**config.mk**
```make
export PLATFORM = sky130hd
export DESIGN_NAME = sntab_ctrl
export DESIGN_NICKNAME = d
export VERILOG_FILES = /design/src/sntab_pkg.sv /design/src/sntab_ctrl.sv
export SDC_FILE = /design/constraint.sdc
export NUM_CORES = 1
export LEC_CHECK = 0
export BUFFER_PORTS_ARGS = -buffer_cell sky130_fd_sc_hd__buf_2
export CORE_MARGIN = 5
export CORE_UTILIZATION = 34
export CTS_BUF_LIST = sky130_fd_sc_hd__clkbuf_2
export DETAILED_ROUTE_END_ITERATION = 12
export PLACE_DENSITY = 0.73
export SLEW_MARGIN = 20
export SYNTH_ARGS = -nofsm -noshare
export SYNTH_HDL_FRONTEND = slang
export SYNTH_SLANG_ARGS = --single-unit
```
**constraint.sdc**
```tcl
create_clock -name clk -period 1.5 [get_ports clk]
set_input_delay 0.225 -clock clk [delete_from_list [all_inputs] [get_ports clk]]
set_output_delay 0.225 -clock clk [all_outputs]
set_load 0.03 [all_outputs]
```
**src/sntab_pkg.sv**
```systemverilog
// Package for the sorted name table: input and result beat types, status codes.
// No dependencies.
package sntab_pkg;

	localparam logic [1:0] ST_OK = 2'd0;
	localparam logic [1:0] ST_MISS = 2'd1;
	localparam logic [1:0] ST_FULL = 2'd2;

	localparam logic ACT_INSERT = 1'b0;
	localparam logic ACT_LOOKUP = 1'b1;

	localparam logic [1:0] MODE_EXACT = 2'd0;
	localparam logic [1:0] MODE_ANY = 2'd1;

	// Width of one stored entry: names, kind, type, position, sizes, flags.
	localparam int ENTRY_W = 64 + 64 + 4 + 8 + 32 + 32 + 32 + 8;

	typedef struct packed {
		logic        action;
		logic [63:0] name_high;
		logic [63:0] name_low;
		logic [3:0]  image_kind;
		logic [7:0]  content_type;
		logic [1:0]  match_mode;
		logic [31:0] file_position;
		logic [31:0] stored_size;
		logic [31:0] full_size;
		logic [7:0]  attributes;
	} item_t;

	typedef struct packed {
		logic [1:0]  status;
		logic [9:0]  slot;
		logic [10:0] entry_count;
		logic [31:0] found_position;
		logic [31:0] found_stored_size;
		logic [31:0] found_full_size;
		logic [7:0]  found_attributes;
		logic [7:0]  found_type;
	} result_t;

	typedef struct packed {
		logic [63:0] name_high;
		logic [63:0] name_low;
		logic [3:0]  kind;
		logic [7:0]  ctype;
		logic [31:0] position;
		logic [31:0] stored_size;
		logic [31:0] full_size;
		logic [7:0]  flags;
	} entry_t;

	// Comparison outcome of a stored entry against the query.
	typedef struct packed {
		logic name_gt;   // stored name sorts after the query name
		logic name_eq;
		logic kind_gt;
		logic kind_eq;
		logic type_lt;   // stored type below query type (sorts after)
		logic type_eq;
	} cmp_t;

	function automatic logic [7:0] fold(input logic [7:0] c);
		logic [7:0] r;
		r = c;
		if (c >= 8'h41 && c <= 8'h5a) r = c + 8'd32;
		return r;
	endfunction

endpackage

```
**src/sntab_ctrl.sv**
```systemverilog
// Controller of the sorted name table: sequences search, shift and result beat.
// Depends on sntab_pkg.
module sntab_ctrl (
	input  logic clk,
	input  logic arst_n,
	input  logic start,
	input  logic action,
	input  logic [1:0] mode,
	input  logic search_done,
	input  logic shift_done,
	input  logic full,
	input  logic hit,
	output logic busy,
	output logic cap,
	output logic rd_mid,
	output logic step,
	output logic rd_shift,
	output logic wr_shift,
	output logic wr_new,
	output logic rd_found,
	output logic done,
	output logic [1:0] status
);
	import sntab_pkg::*;

	localparam logic [2:0] S_IDLE = 3'd0;
	localparam logic [2:0] S_TEST = 3'd1;
	localparam logic [2:0] S_CMP = 3'd2;
	localparam logic [2:0] S_SHR = 3'd3;
	localparam logic [2:0] S_SHW = 3'd4;
	localparam logic [2:0] S_DONE = 3'd5;

	logic [2:0] state_q, state_d;
	logic act_q;
	logic [1:0] mode_q, status_q, status_d;

	assign busy = state_q != S_IDLE;
	assign status = status_q;

	always_comb begin
		state_d = state_q;
		status_d = status_q;
		cap = 1'b0; rd_mid = 1'b0; step = 1'b0; rd_shift = 1'b0;
		wr_shift = 1'b0; wr_new = 1'b0; rd_found = 1'b0; done = 1'b0;
		case (state_q)
			S_IDLE: begin
				if (start) begin
					cap = 1'b1;
					state_d = S_TEST;
				end
			end
			S_TEST: begin
				if (act_q == ACT_INSERT && full) begin
					status_d = ST_FULL;
					state_d = S_DONE;
				end else if (act_q == ACT_LOOKUP && mode_q[1]) begin
					status_d = ST_MISS;
					state_d = S_DONE;
				end else if (search_done) begin
					if (act_q == ACT_LOOKUP) begin
						status_d = ST_MISS;
						state_d = S_DONE;
					end else begin
						state_d = S_SHR;
					end
				end else begin
					rd_mid = 1'b1;
					state_d = S_CMP;
				end
			end
			S_CMP: begin
				if (act_q == ACT_LOOKUP && hit) begin
					rd_found = 1'b1;
					status_d = ST_OK;
					state_d = S_DONE;
				end else begin
					step = 1'b1;
					state_d = S_TEST;
				end
			end
			S_SHR: begin
				if (shift_done) begin
					wr_new = 1'b1;
					status_d = ST_OK;
					state_d = S_DONE;
				end else begin
					rd_shift = 1'b1;
					state_d = S_SHW;
				end
			end
			S_SHW: begin
				wr_shift = 1'b1;
				state_d = S_SHR;
			end
			S_DONE: begin
				done = 1'b1;
				state_d = S_IDLE;
			end
			default: state_d = S_IDLE;
		endcase
	end

	always_ff @(posedge clk or negedge arst_n) begin
		if (!arst_n) begin
			state_q <= S_IDLE;
			status_q <= ST_OK;
			act_q <= 1'b0;
			mode_q <= '0;
		end else begin
			state_q <= state_d;
			status_q <= status_d;
			if (cap) begin
				act_q <= action;
				mode_q <= mode;
			end
		end
	end

	assert property (@(posedge clk) disable iff (!arst_n) start && !busy |=> busy)
		else $error("start not taken");
	assert property (@(posedge clk) disable iff (!arst_n) done |=> !busy)
		else $error("not idle after result");
	assert property (@(posedge clk) disable iff (!arst_n) wr_shift |-> $past(rd_shift))
		else $error("shift write without read");
endmodule

```
==> results.toml, run 1 <==
[critical_path]
crit_path_start_kind = "register"
ff2ff_path_depth = 4
r2r-end = "mode_q[1]"
crit_required_ns = 1.27
r2r_start = "state_q[0]"
crit_chain = "or3_4 -> nor2_4 -> buf_6"
path_class = "register to output pin"
cp-end-kind = "output pin"
cp-startpoint = "state_q[0]"
crit_arrival_ns = 1.32
rrSetupSlack_ns = 0.03
crit_path_top_delay_cell = "dfrtp_2"
path_max_fanout = 3
slowest_delay_ns = 0.43

[layout]
area_growth_syn_to_layout_pct = 55.2
nNetsFinal = 98
antennaDiodeCount = 0
layout-drive-gt1-share = 0.609
fillers = 131

[detailed_routing]
ant_nets = 0
via_per_inst = 5.18
num_vias = 528
drtPass1Iterations = 4
avgRoutedWirePerCell_um = 12.6
drc = 0
drt_iter0_drc = 12
routed_wl_mm = 1.29

[global_routing]
grt_pass1_vias = 505
grt_max_degree = 8
antenna_found_initial = 0
grt.total_usage = 0.136
grt_pass1_wl_mm = 2.11
grt_overflow = 0

[synth]
postSynthCellCount = 55
syn_nets = 65
yosysWarnings = 0
synth_cell_types = 26
synth_area_um2 = 489
synth.avg_cell_area_um2 = 8.89
synth_top_flop_cell = "dfrtp_1"
async_reset_ff_frac = 1.00
ys_ff_latch = 7
yosysSeqAreaShare = 0.358
synth_edf_count = 0

[placed_design]
gp_congestion = 0.844
portBuffers = 19
hpwlAfterDp_um = 940

[die]
die_x_um = 47.9
design.core.area_um2 = 1330
start_util = 0.367
rows = 13
die-height_um = 47.9
ios = 21
dieArea_um2 = 2300

[hold_path]
hold_class = "input port to register"
hold_path_end = "act_q"
whs_path_depth = 2
hold_start = "action"

[timing]
rsz0062_at_grt = "true"
period_share = 1.03
finalSetupViolations = 1
skew_ns = 0.00139
hold_violations = 0
min_period_ns = 1.55
fmax_ghz = 0.646
report.final.slew_viol_count = 0
hold_ws_ns = 0.209
slew_headroom = 0.858
worst_slew_pin_slew_ns = 0.213
postLayoutSetupSlackWorst_ns = -0.0469

[clock_tree]
clock_latency_ns = 0.24
clock-sinks = 7
clockBufferDepth = 2
numCtsBuffers = 3
clockRootBuffer = "clkbuf_2"
htree_levels = 1
clk_pin_slew_ns = 0.07
cts_tree = "done"

[power_and_ir_drop]
leakagePower_uw = 0.000394
p_per_area_nw_per_um2 = 2200
vdd_drop_max_mv = 1.16
total_power_uw = 1670

[flow_run]
cap_violations = 0

[run_status]
status = "complete, but fails checks"
violations = "negative setup slack"
[cells in the mapped netlist (2+ instances only)]
| master | instances | area (um^2) |
|---|---|---|
| nor2_1 | 8 | 30.0 |
| dfrtp_1 | 7 | 175 |
| nand2_1 | 6 | 22.5 |
| inv_1 | 4 | 15.0 |
| mux2_4 | 3 | 45.0 |
| nor3_1 | 3 | 15.0 |
| a21oi_1 | 2 | 10.0 |
| and3_1 | 2 | 12.5 |
| nand2b_1 | 2 | 12.5 |
| o21ai_0 | 2 | 10.0 |
[per-layer routing]
layer,vias to the layer above,track usage,wire length [um]
li1,252,-,-
met1,246,0.143,464
met2,24,0.237,692
met3,6,0.0602,109
met4,0,0.0484,22
met5,-,0,0
[metrics by stage]
step | instances | worst slack (ns) | utilization | area [um^2] | TNS (ns)
after global routing | 102 | -0.0852 | 0.569 | 759 | -0.242
final | 102 | -0.0469 | 0.569 | 759 | -0.0469
after CTS | 99 | -0.0297 | 0.529 | 706 | -0.0611
after floorplan | 55 | -0.102 | - | 494 | -0.204
after global placement | 90 | 0.0676 | 0.461 | 614 | 0
after detailed placement | 90 | 0.0564 | 0.461 | 614 | 0
[cell usage in the layout, fill, tap and decap left out, types with 2 or more instances in the layout]
cell type / Yosys / routed
and3_1: 2 / 2
buf_2: 1 / 13
buf_4: 1 / 12
buf_6: 1 / 3
clkbuf_2: 0 / 4
clkbuf_4: 0 / 2
dfrtp_1: 7 / 3
dfrtp_2: 0 / 4
inv_1: 4 / 2
inv_2: 0 / 2
mux2_4: 3 / 3
nand2_1: 6 / 4
nand2_2: 0 / 2
nor2_1: 8 / 7
nor3_1: 3 / 2
o21ai_0: 2 / 2
[power breakdown]
| part | internal (uW) | total, uW | switching [uW] |
|---|---|---|---|
| clock | 70.9 | 147 | 75.7 |
| combinational | 558 | 1130 | 568 |
| sequential | 287 | 396 | 109 |
[cell families after synthesis]
logic type | count (synthesis) | synth area share
simple gates | 26 | 0.274
compound gates | 11 | 0.177
flops | 7 | 0.358
buf+inv | 7 | 0.0793
mux | 4 | 0.113
[sequential cells by signal, summed over array words and instances, names as in the netlist]
| signal | count |
|---|---|
| act_q | 1 |
| mode_q | 1 |
| state_q | 3 |
| status | 2 |
[worst max path at each step]
stage	endpoint	slack, ns	cells past startpoint
after detailed placement	cap	0.06	3
final	cap	-0.05	3
after global routing	cap	-0.09	3
after global placement	cap	0.07	3
after floorplan	act_q	-0.10	3
after CTS	cap	-0.03	3
[repair_timing]
action | 4_1_cts | 5_1_grt
hold buffers | 1 | 0
hold endpoints to repair | 7 | 0
pin swaps | 2 | 2
setup endpoints to repair | 5 | 11
setup buffers | 4 | 3
gates resized for setup | 11 | 11
[worst max-delay path: cells and delay by family, from the launching register on]
| family | cells | cell delay (ns) |
|---|---|---|
| buffers and inverters | 1 | 0.14 |
| flip-flops | 1 | 0.43 |
| AND/OR/NAND/NOR | 2 | 0.52 |
[layout make-up]
cell class / count / area, um^2 / share of cell area
multi-input cells: 41 / 312 / 0.410
repair buffers: 31 / 214 / 0.282
flip-flops and latches: 7 / 180 / 0.237
clock buffers: 4 / 20.0 / 0.0264
well taps: 15 / 18.8 / 0.0247
inverters: 4 / 15.0 / 0.0198
Note: power is estimated with default switching activity, not from simulation.
==> run 2: changes to the inputs <==
- CORE_MARGIN: 5 -> unset
- CORE_UTILIZATION: 34 -> 30
- CTS_BUF_LIST: sky130_fd_sc_hd__clkbuf_2 -> sky130_fd_sc_hd__clkbuf_4
- PLACE_DENSITY: 0.73 -> 0.67
==> run 2 against run 1 <==
The flow still finishes with violations (negative setup slack). Core utilization down 7.4 points. Global-route usage up 1.6 points. Combinational power down 8%. Setup slack better by 0.0049 ns. Routed wire length down 4.3%. First-iteration DRC count down 67%. Critical path type unchanged. Largest power group unchanged.
==> results.toml, run 2 (synthesis gave the netlist of run 1 again) <==
[run_status]
status = "complete, but fails checks"
violations = "negative setup slack"

[critical_path]
r2r_start = "state_q[1]"
cp-end-kind = "output pin"
rrSetupSlack_ns = 0.05
r2r-end = "act_q"
ff2ff_path_depth = 4
crit_arrival_ns = 1.32
path_class = "register to output pin"
crit_path_start_kind = "register"
crit_required_ns = 1.27
path_max_fanout = 4

[global_routing]
grt_pass1_vias = 459
grt_pass1_wl_mm = 1.94
antenna_found_initial = 0
grt_overflow = 0
grt.total_usage = 0.152
grt_max_degree = 9

[layout]
final_common_cell = "buf_2"
area_growth_syn_to_layout_pct = 52.4
antennaDiodeCount = 0
nNetsFinal = 97
fillers = 149
regMostFlops = "state_q"
finalInstanceArea_um2 = 746
largest_register_ffs = 3
final_cell_mix = "12 x buf_2, 11 x buf_4, 8 x clkbuf_4"
layout-drive-gt1-share = 0.535

[timing]
fmax_ghz = 0.649
min_period_ns = 1.54
postLayoutSetupSlackWorst_ns = -0.0420
hold_violations = 0
period_share = 1.03
hold_ws_ns = 0.195
finalSetupViolations = 1
report.final.slew_viol_count = 0
worst_slew_pin_slew_ns = 0.226
slew_headroom = 0.850
rsz0062_at_grt = "true"
skew_ns = 0.00436

[flow_run]
cap_violations = 0

[die]
start_util = 0.325
die_x_um = 42.4
dieArea_um2 = 1800
ios = 21
rows = 14
design.core.area_um2 = 1510
die-height_um = 42.4

[detailed_routing]
routed_wl_mm = 1.23
via_per_inst = 4.99
drtPass1Iterations = 3
ant_nets = 0
avgRoutedWirePerCell_um = 12.1
num_vias = 509
drt_iter0_drc = 4
drc = 0

[hold_path]
hold_class = "input port to register"
whs_path_depth = 2
hold_path_end = "act_q"
hold_start = "action"

[clock_tree]
clock_latency_ns = 0.26
numCtsBuffers = 3
clock-sinks = 7
cts_tree = "done"
clockBufferDepth = 2
htree_levels = 1
clockRootBuffer = "clkbuf_4"
clk_pin_slew_ns = 0.05

[power_and_ir_drop]
vdd_drop_max_mv = 0.947
p_per_area_nw_per_um2 = 2190
leakagePower_uw = 0.000381

[placed_design]
hpwlAfterDp_um = 808
place_area_um2 = 616
portBuffers = 19
gp_congestion = 0.804
==> run 2: cell count changes in the layout (fill, tap and decap cells not counted), sizes merged <==
| cell | delta |
|---|---|
| clkbuf | +2 |
| buf | -3 |
==> run 2: timing repair <==
| action | CTS | global route |
|---|---|---|
| setup buffers | 6 | 0 |
| pin swaps | 2 | 1 |
| resized for setup | 9 | 8 |
| hold buffers | 1 | 0 |
| setup endpoints to repair | 5 | 10 |
| endpoints found under the hold margin | 7 | 0 |
==> run 2: final cells by class <==
type / count / area, um^2 / share of cell area
timing repair buffer: 30 / 205 / 0.275
sequential: 7 / 179 / 0.240
tap: 16 / 20.0 / 0.0268
clock buffer: 4 / 30.0 / 0.0403
inverter: 4 / 15.0 / 0.0201
multi-input combinational: 41 / 297 / 0.398
==> run 2: worst max path at each step <==
| stage | from | to | slack (ns) | cells after the start |
|---|---|---|---|---|
| final | state_q[1] | cap | -0.04 | 3 |
| after global routing | state_q[1] | cap | -0.09 | 3 |
| after CTS | state_q[2] | cap | -0.04 | 3 |
| after detailed placement | state_q[0] | cap | 0.06 | 3 |
| after global placement | state_q[0] | cap | 0.07 | 3 |
| after floorplan | state_q[2] | act_q | -0.10 | 3 |
==> run 2: per-stage QoR <==
step | power [uW] | TNS, ns | setup WS [ns] | util | std cells
2_1_floorplan | 1070 | -0.204 | -0.102 | - | 55
3_3_place_gp | 1250 | 0 | 0.0721 | 0.409 | 91
3_5_place_dp | 1260 | 0 | 0.0636 | 0.409 | 91
4_1_cts | 1590 | -0.0429 | -0.0429 | 0.479 | 102
5_1_grt | 1750 | -0.338 | -0.0914 | 0.495 | 102
6_report | 1630 | -0.0420 | -0.0420 | 0.495 | 102
==> run 2: metal layers <==
metal	routed length (um)	global-route usage
met1	498	0.167
met3	85	0.0560
met4	53	0.113
met2	595	0.237
met5	0	0
==> run 2: where the power goes <==
| group | leakage [uW] | switching, uW | internal (uW) |
|---|---|---|---|
| clock | 0.0000184 | 73.1 | 120 |
| combinational | 0.000282 | 530 | 512 |
| sequential | 0.0000811 | 114 | 285 |
| total | 0.000381 | 717 | 917 |
==> run 2: critical path, cell delays in order, from the launching register on <==
cell and delay, ns:
dfrtp_2 0.42, or3_4 0.41, nor2_4 0.10, buf_6 0.13
==> run 3: changes to the inputs <==
- ABC_AREA: unset -> 1
- PLACE_DENSITY: 0.67 -> 0.66
==> run 3 against run 2 <==
The flow now finishes without violations. Area after synthesis up 3.6%. Final cell count up 23%. First-iteration DRC count grew to 3.0 times the previous value. Core utilization up 3.7 points. Count of clock-buffer cells in the layout stayed put. Clock power shrank 5%. Critical endpoint is now rd_mid. Highest routed layer is now met3.
==> results.toml, run 3 <==
[run_status]
status = "completed"

[die]
design.core.area_um2 = 1540
dieArea_um2 = 1860
die_x_um = 43.1
die-height_um = 43.1
ios = 21
rows = 14
start_util = 0.329

[layout]
final_cell_mix = "16 x nand2_1, 15 x buf_4, 13 x buf_2"
nNetsFinal = 120
layout-drive-gt1-share = 0.569
final_common_cell = "nand2_1"
area.sequential_um2 = 176
regMostFlops = "state_q"
fillers = 151
multi_input_area_um2 = 304
layout.cells.non_filler = 125
area_growth_syn_to_layout_pct = 61.7
antennaDiodeCount = 0
largest_register_ffs = 3

[hold_path]
whs_path_depth = 3
hold_path_end = "mode_q[1]"
hold_class = "input port to register"
hold_start = "mode[1]"

[critical_path]
path_class = "register to output pin"
ff2ff_path_depth = 9
r2r_start = "state_q[0]"
crit_arrival_ns = 1.26
cp-end-kind = "output pin"
crit_path_start_kind = "register"
crit_required_ns = 1.27
rrSetupSlack_ns = 0.17
path_max_fanout = 5
r2r-end = "status[1]"

[global_routing]
grt.total_usage = 0.153
grt_pass1_vias = 509
antenna_found_initial = 0
grt_pass1_wl_mm = 2.11
grt_overflow = 0
grt_max_degree = 8

[timing]
min_period_ns = 1.48
hold_violations = 0
skew_ns = 0.00207
fmax_ghz = 0.675
period_share = 0.987
report.final.slew_viol_count = 0
rsz0062_at_grt = "true"
worst_slew_pin_slew_ns = 0.237
finalSetupTns_ns = 0
finalSetupViolations = 0
hold_ws_ns = 0.172
slew_headroom = 0.841

[synth]
yosysSeqAreaShare = 0.346
synth.avg_cell_area_um2 = 7.04
synth_most_common_cell = "nand2_1"
ys_top_cells_by_count = "18 x nand2_1, 13 x nor2_1, 7 x dfrtp_1"
postSynthCellCount = 72
synth_edf_count = 0
netlist.top_cell.by_area = "dfrtp_1"
synthTopCellsByArea = "dfrtp_1 35%, nand2_1 13%, nor2_1 9.6%, nand2_2 4.9%, inv_1 4.4%"
async_reset_ff_frac = 1.00
yosysWarnings = 0
synth_cell_types = 20
ys_ff_latch = 7
synth_top_area_frac = 0.346
synth_top_flop_cell = "dfrtp_1"
syn_nets = 82
synth_area_um2 = 507

[detailed_routing]
ant_nets = 0
via_per_inst = 4.68
avgRoutedWirePerCell_um = 10.8
routed_wl_mm = 1.35
num_vias = 585
drt_iter0_drc = 12
drtPass1Iterations = 4
drc = 0

[clock_tree]
cts_tree = "done"
numCtsBuffers = 3
clk_pin_slew_ns = 0.05
clock-sinks = 7
clockRootBuffer = "clkbuf_4"
clockBufferDepth = 2
htree_levels = 1
clock_latency_ns = 0.24

[power_and_ir_drop]
p_per_area_nw_per_um2 = 2220
total_power_uw = 1820
leakagePower_uw = 0.000461
vdd_drop_max_mv = 0.965

[placed_design]
place_inst = 106
portBuffers = 19
hpwlAfterDp_um = 872
gp_congestion = 0.787

[flow_run]
cap_violations = 0
-- run 3: cell count changes after synthesis, sizes merged, moves of 3 or more --
cell / previous run / this run
nand2: 6 / 23
nor2: 9 / 18
inv: 4 / 12
mux2: 3 / 0
-- run 3: how the worst max path moves through the flow --
stage / slack (ns) / cells past startpoint / to / start
after floorplan: 0.07 / 4 / step / state_q[2]
after global placement: 0.17 / 4 / step / state_q[2]
after detailed placement: 0.13 / 4 / step / state_q[2]
after CTS: 0.003 / 5 / step / state_q[1]
after global routing: -0.06 / 6 / rd_mid / state_q[1]
final: 0.02 / 6 / rd_mid / state_q[1]
-- run 3: layout make-up --
type / instances / area share
multi-input combinational: 52 / 0.371
timing repair buffer: 34 / 0.298
sequential: 7 / 0.215
inverter: 12 / 0.0550
clock buffer: 4 / 0.0366
tap: 16 / 0.0244
-- run 3: layer usage --
layer	track usage	wire [um]	up-vias
met4	0.0303	0	0
met5	0	0	-
met1	0.190	591	266
li1	-	-	295
met2	0.245	652	24
met3	0.0681	107	0
-- run 3: power breakdown --
part           total [uW]  internal (uW)  switching [uW]
Combinational        1280            532             744
Clock                 183            119            64.0
Sequential            359            279            79.5
-- run 3: repair_timing --
item	CTS	global route
pin swaps	1	4
resized for setup	8	13
buffers inserted	8	6
hold buffers	1	0
endpoints found under the hold margin	7	0
endpoints found under the setup margin	7	7
-- run 3: per-stage QoR --
step                      worst slack, ns  area, um^2   util
after floorplan                    0.0659         507      -
after global placement              0.168         611  0.396
after detailed placement            0.133         611  0.396
after CTS                         0.00329         732  0.475
after global routing              -0.0596         820  0.532
final                              0.0191         820  0.532
-- run 3: cell families (layout without fill, tap and decap cells) --
logic type	Yosys count	after routing	synth area share
flip-flops	7	7	0.346
AND/OR/NAND/NOR	46	46	0.469
AO/OA/AOI/OAI	6	6	0.0741
buffers and inverters	13	50	0.111
-- run 3: worst max-delay path: stages, from the launching register on --
cell and delay (ns):
dfrtp_1 0.40, inv_2 0.13, nand2_2 0.09, nor2_4 0.12
nand2_4 0.08, inv_1 0.07, buf_6 0.12
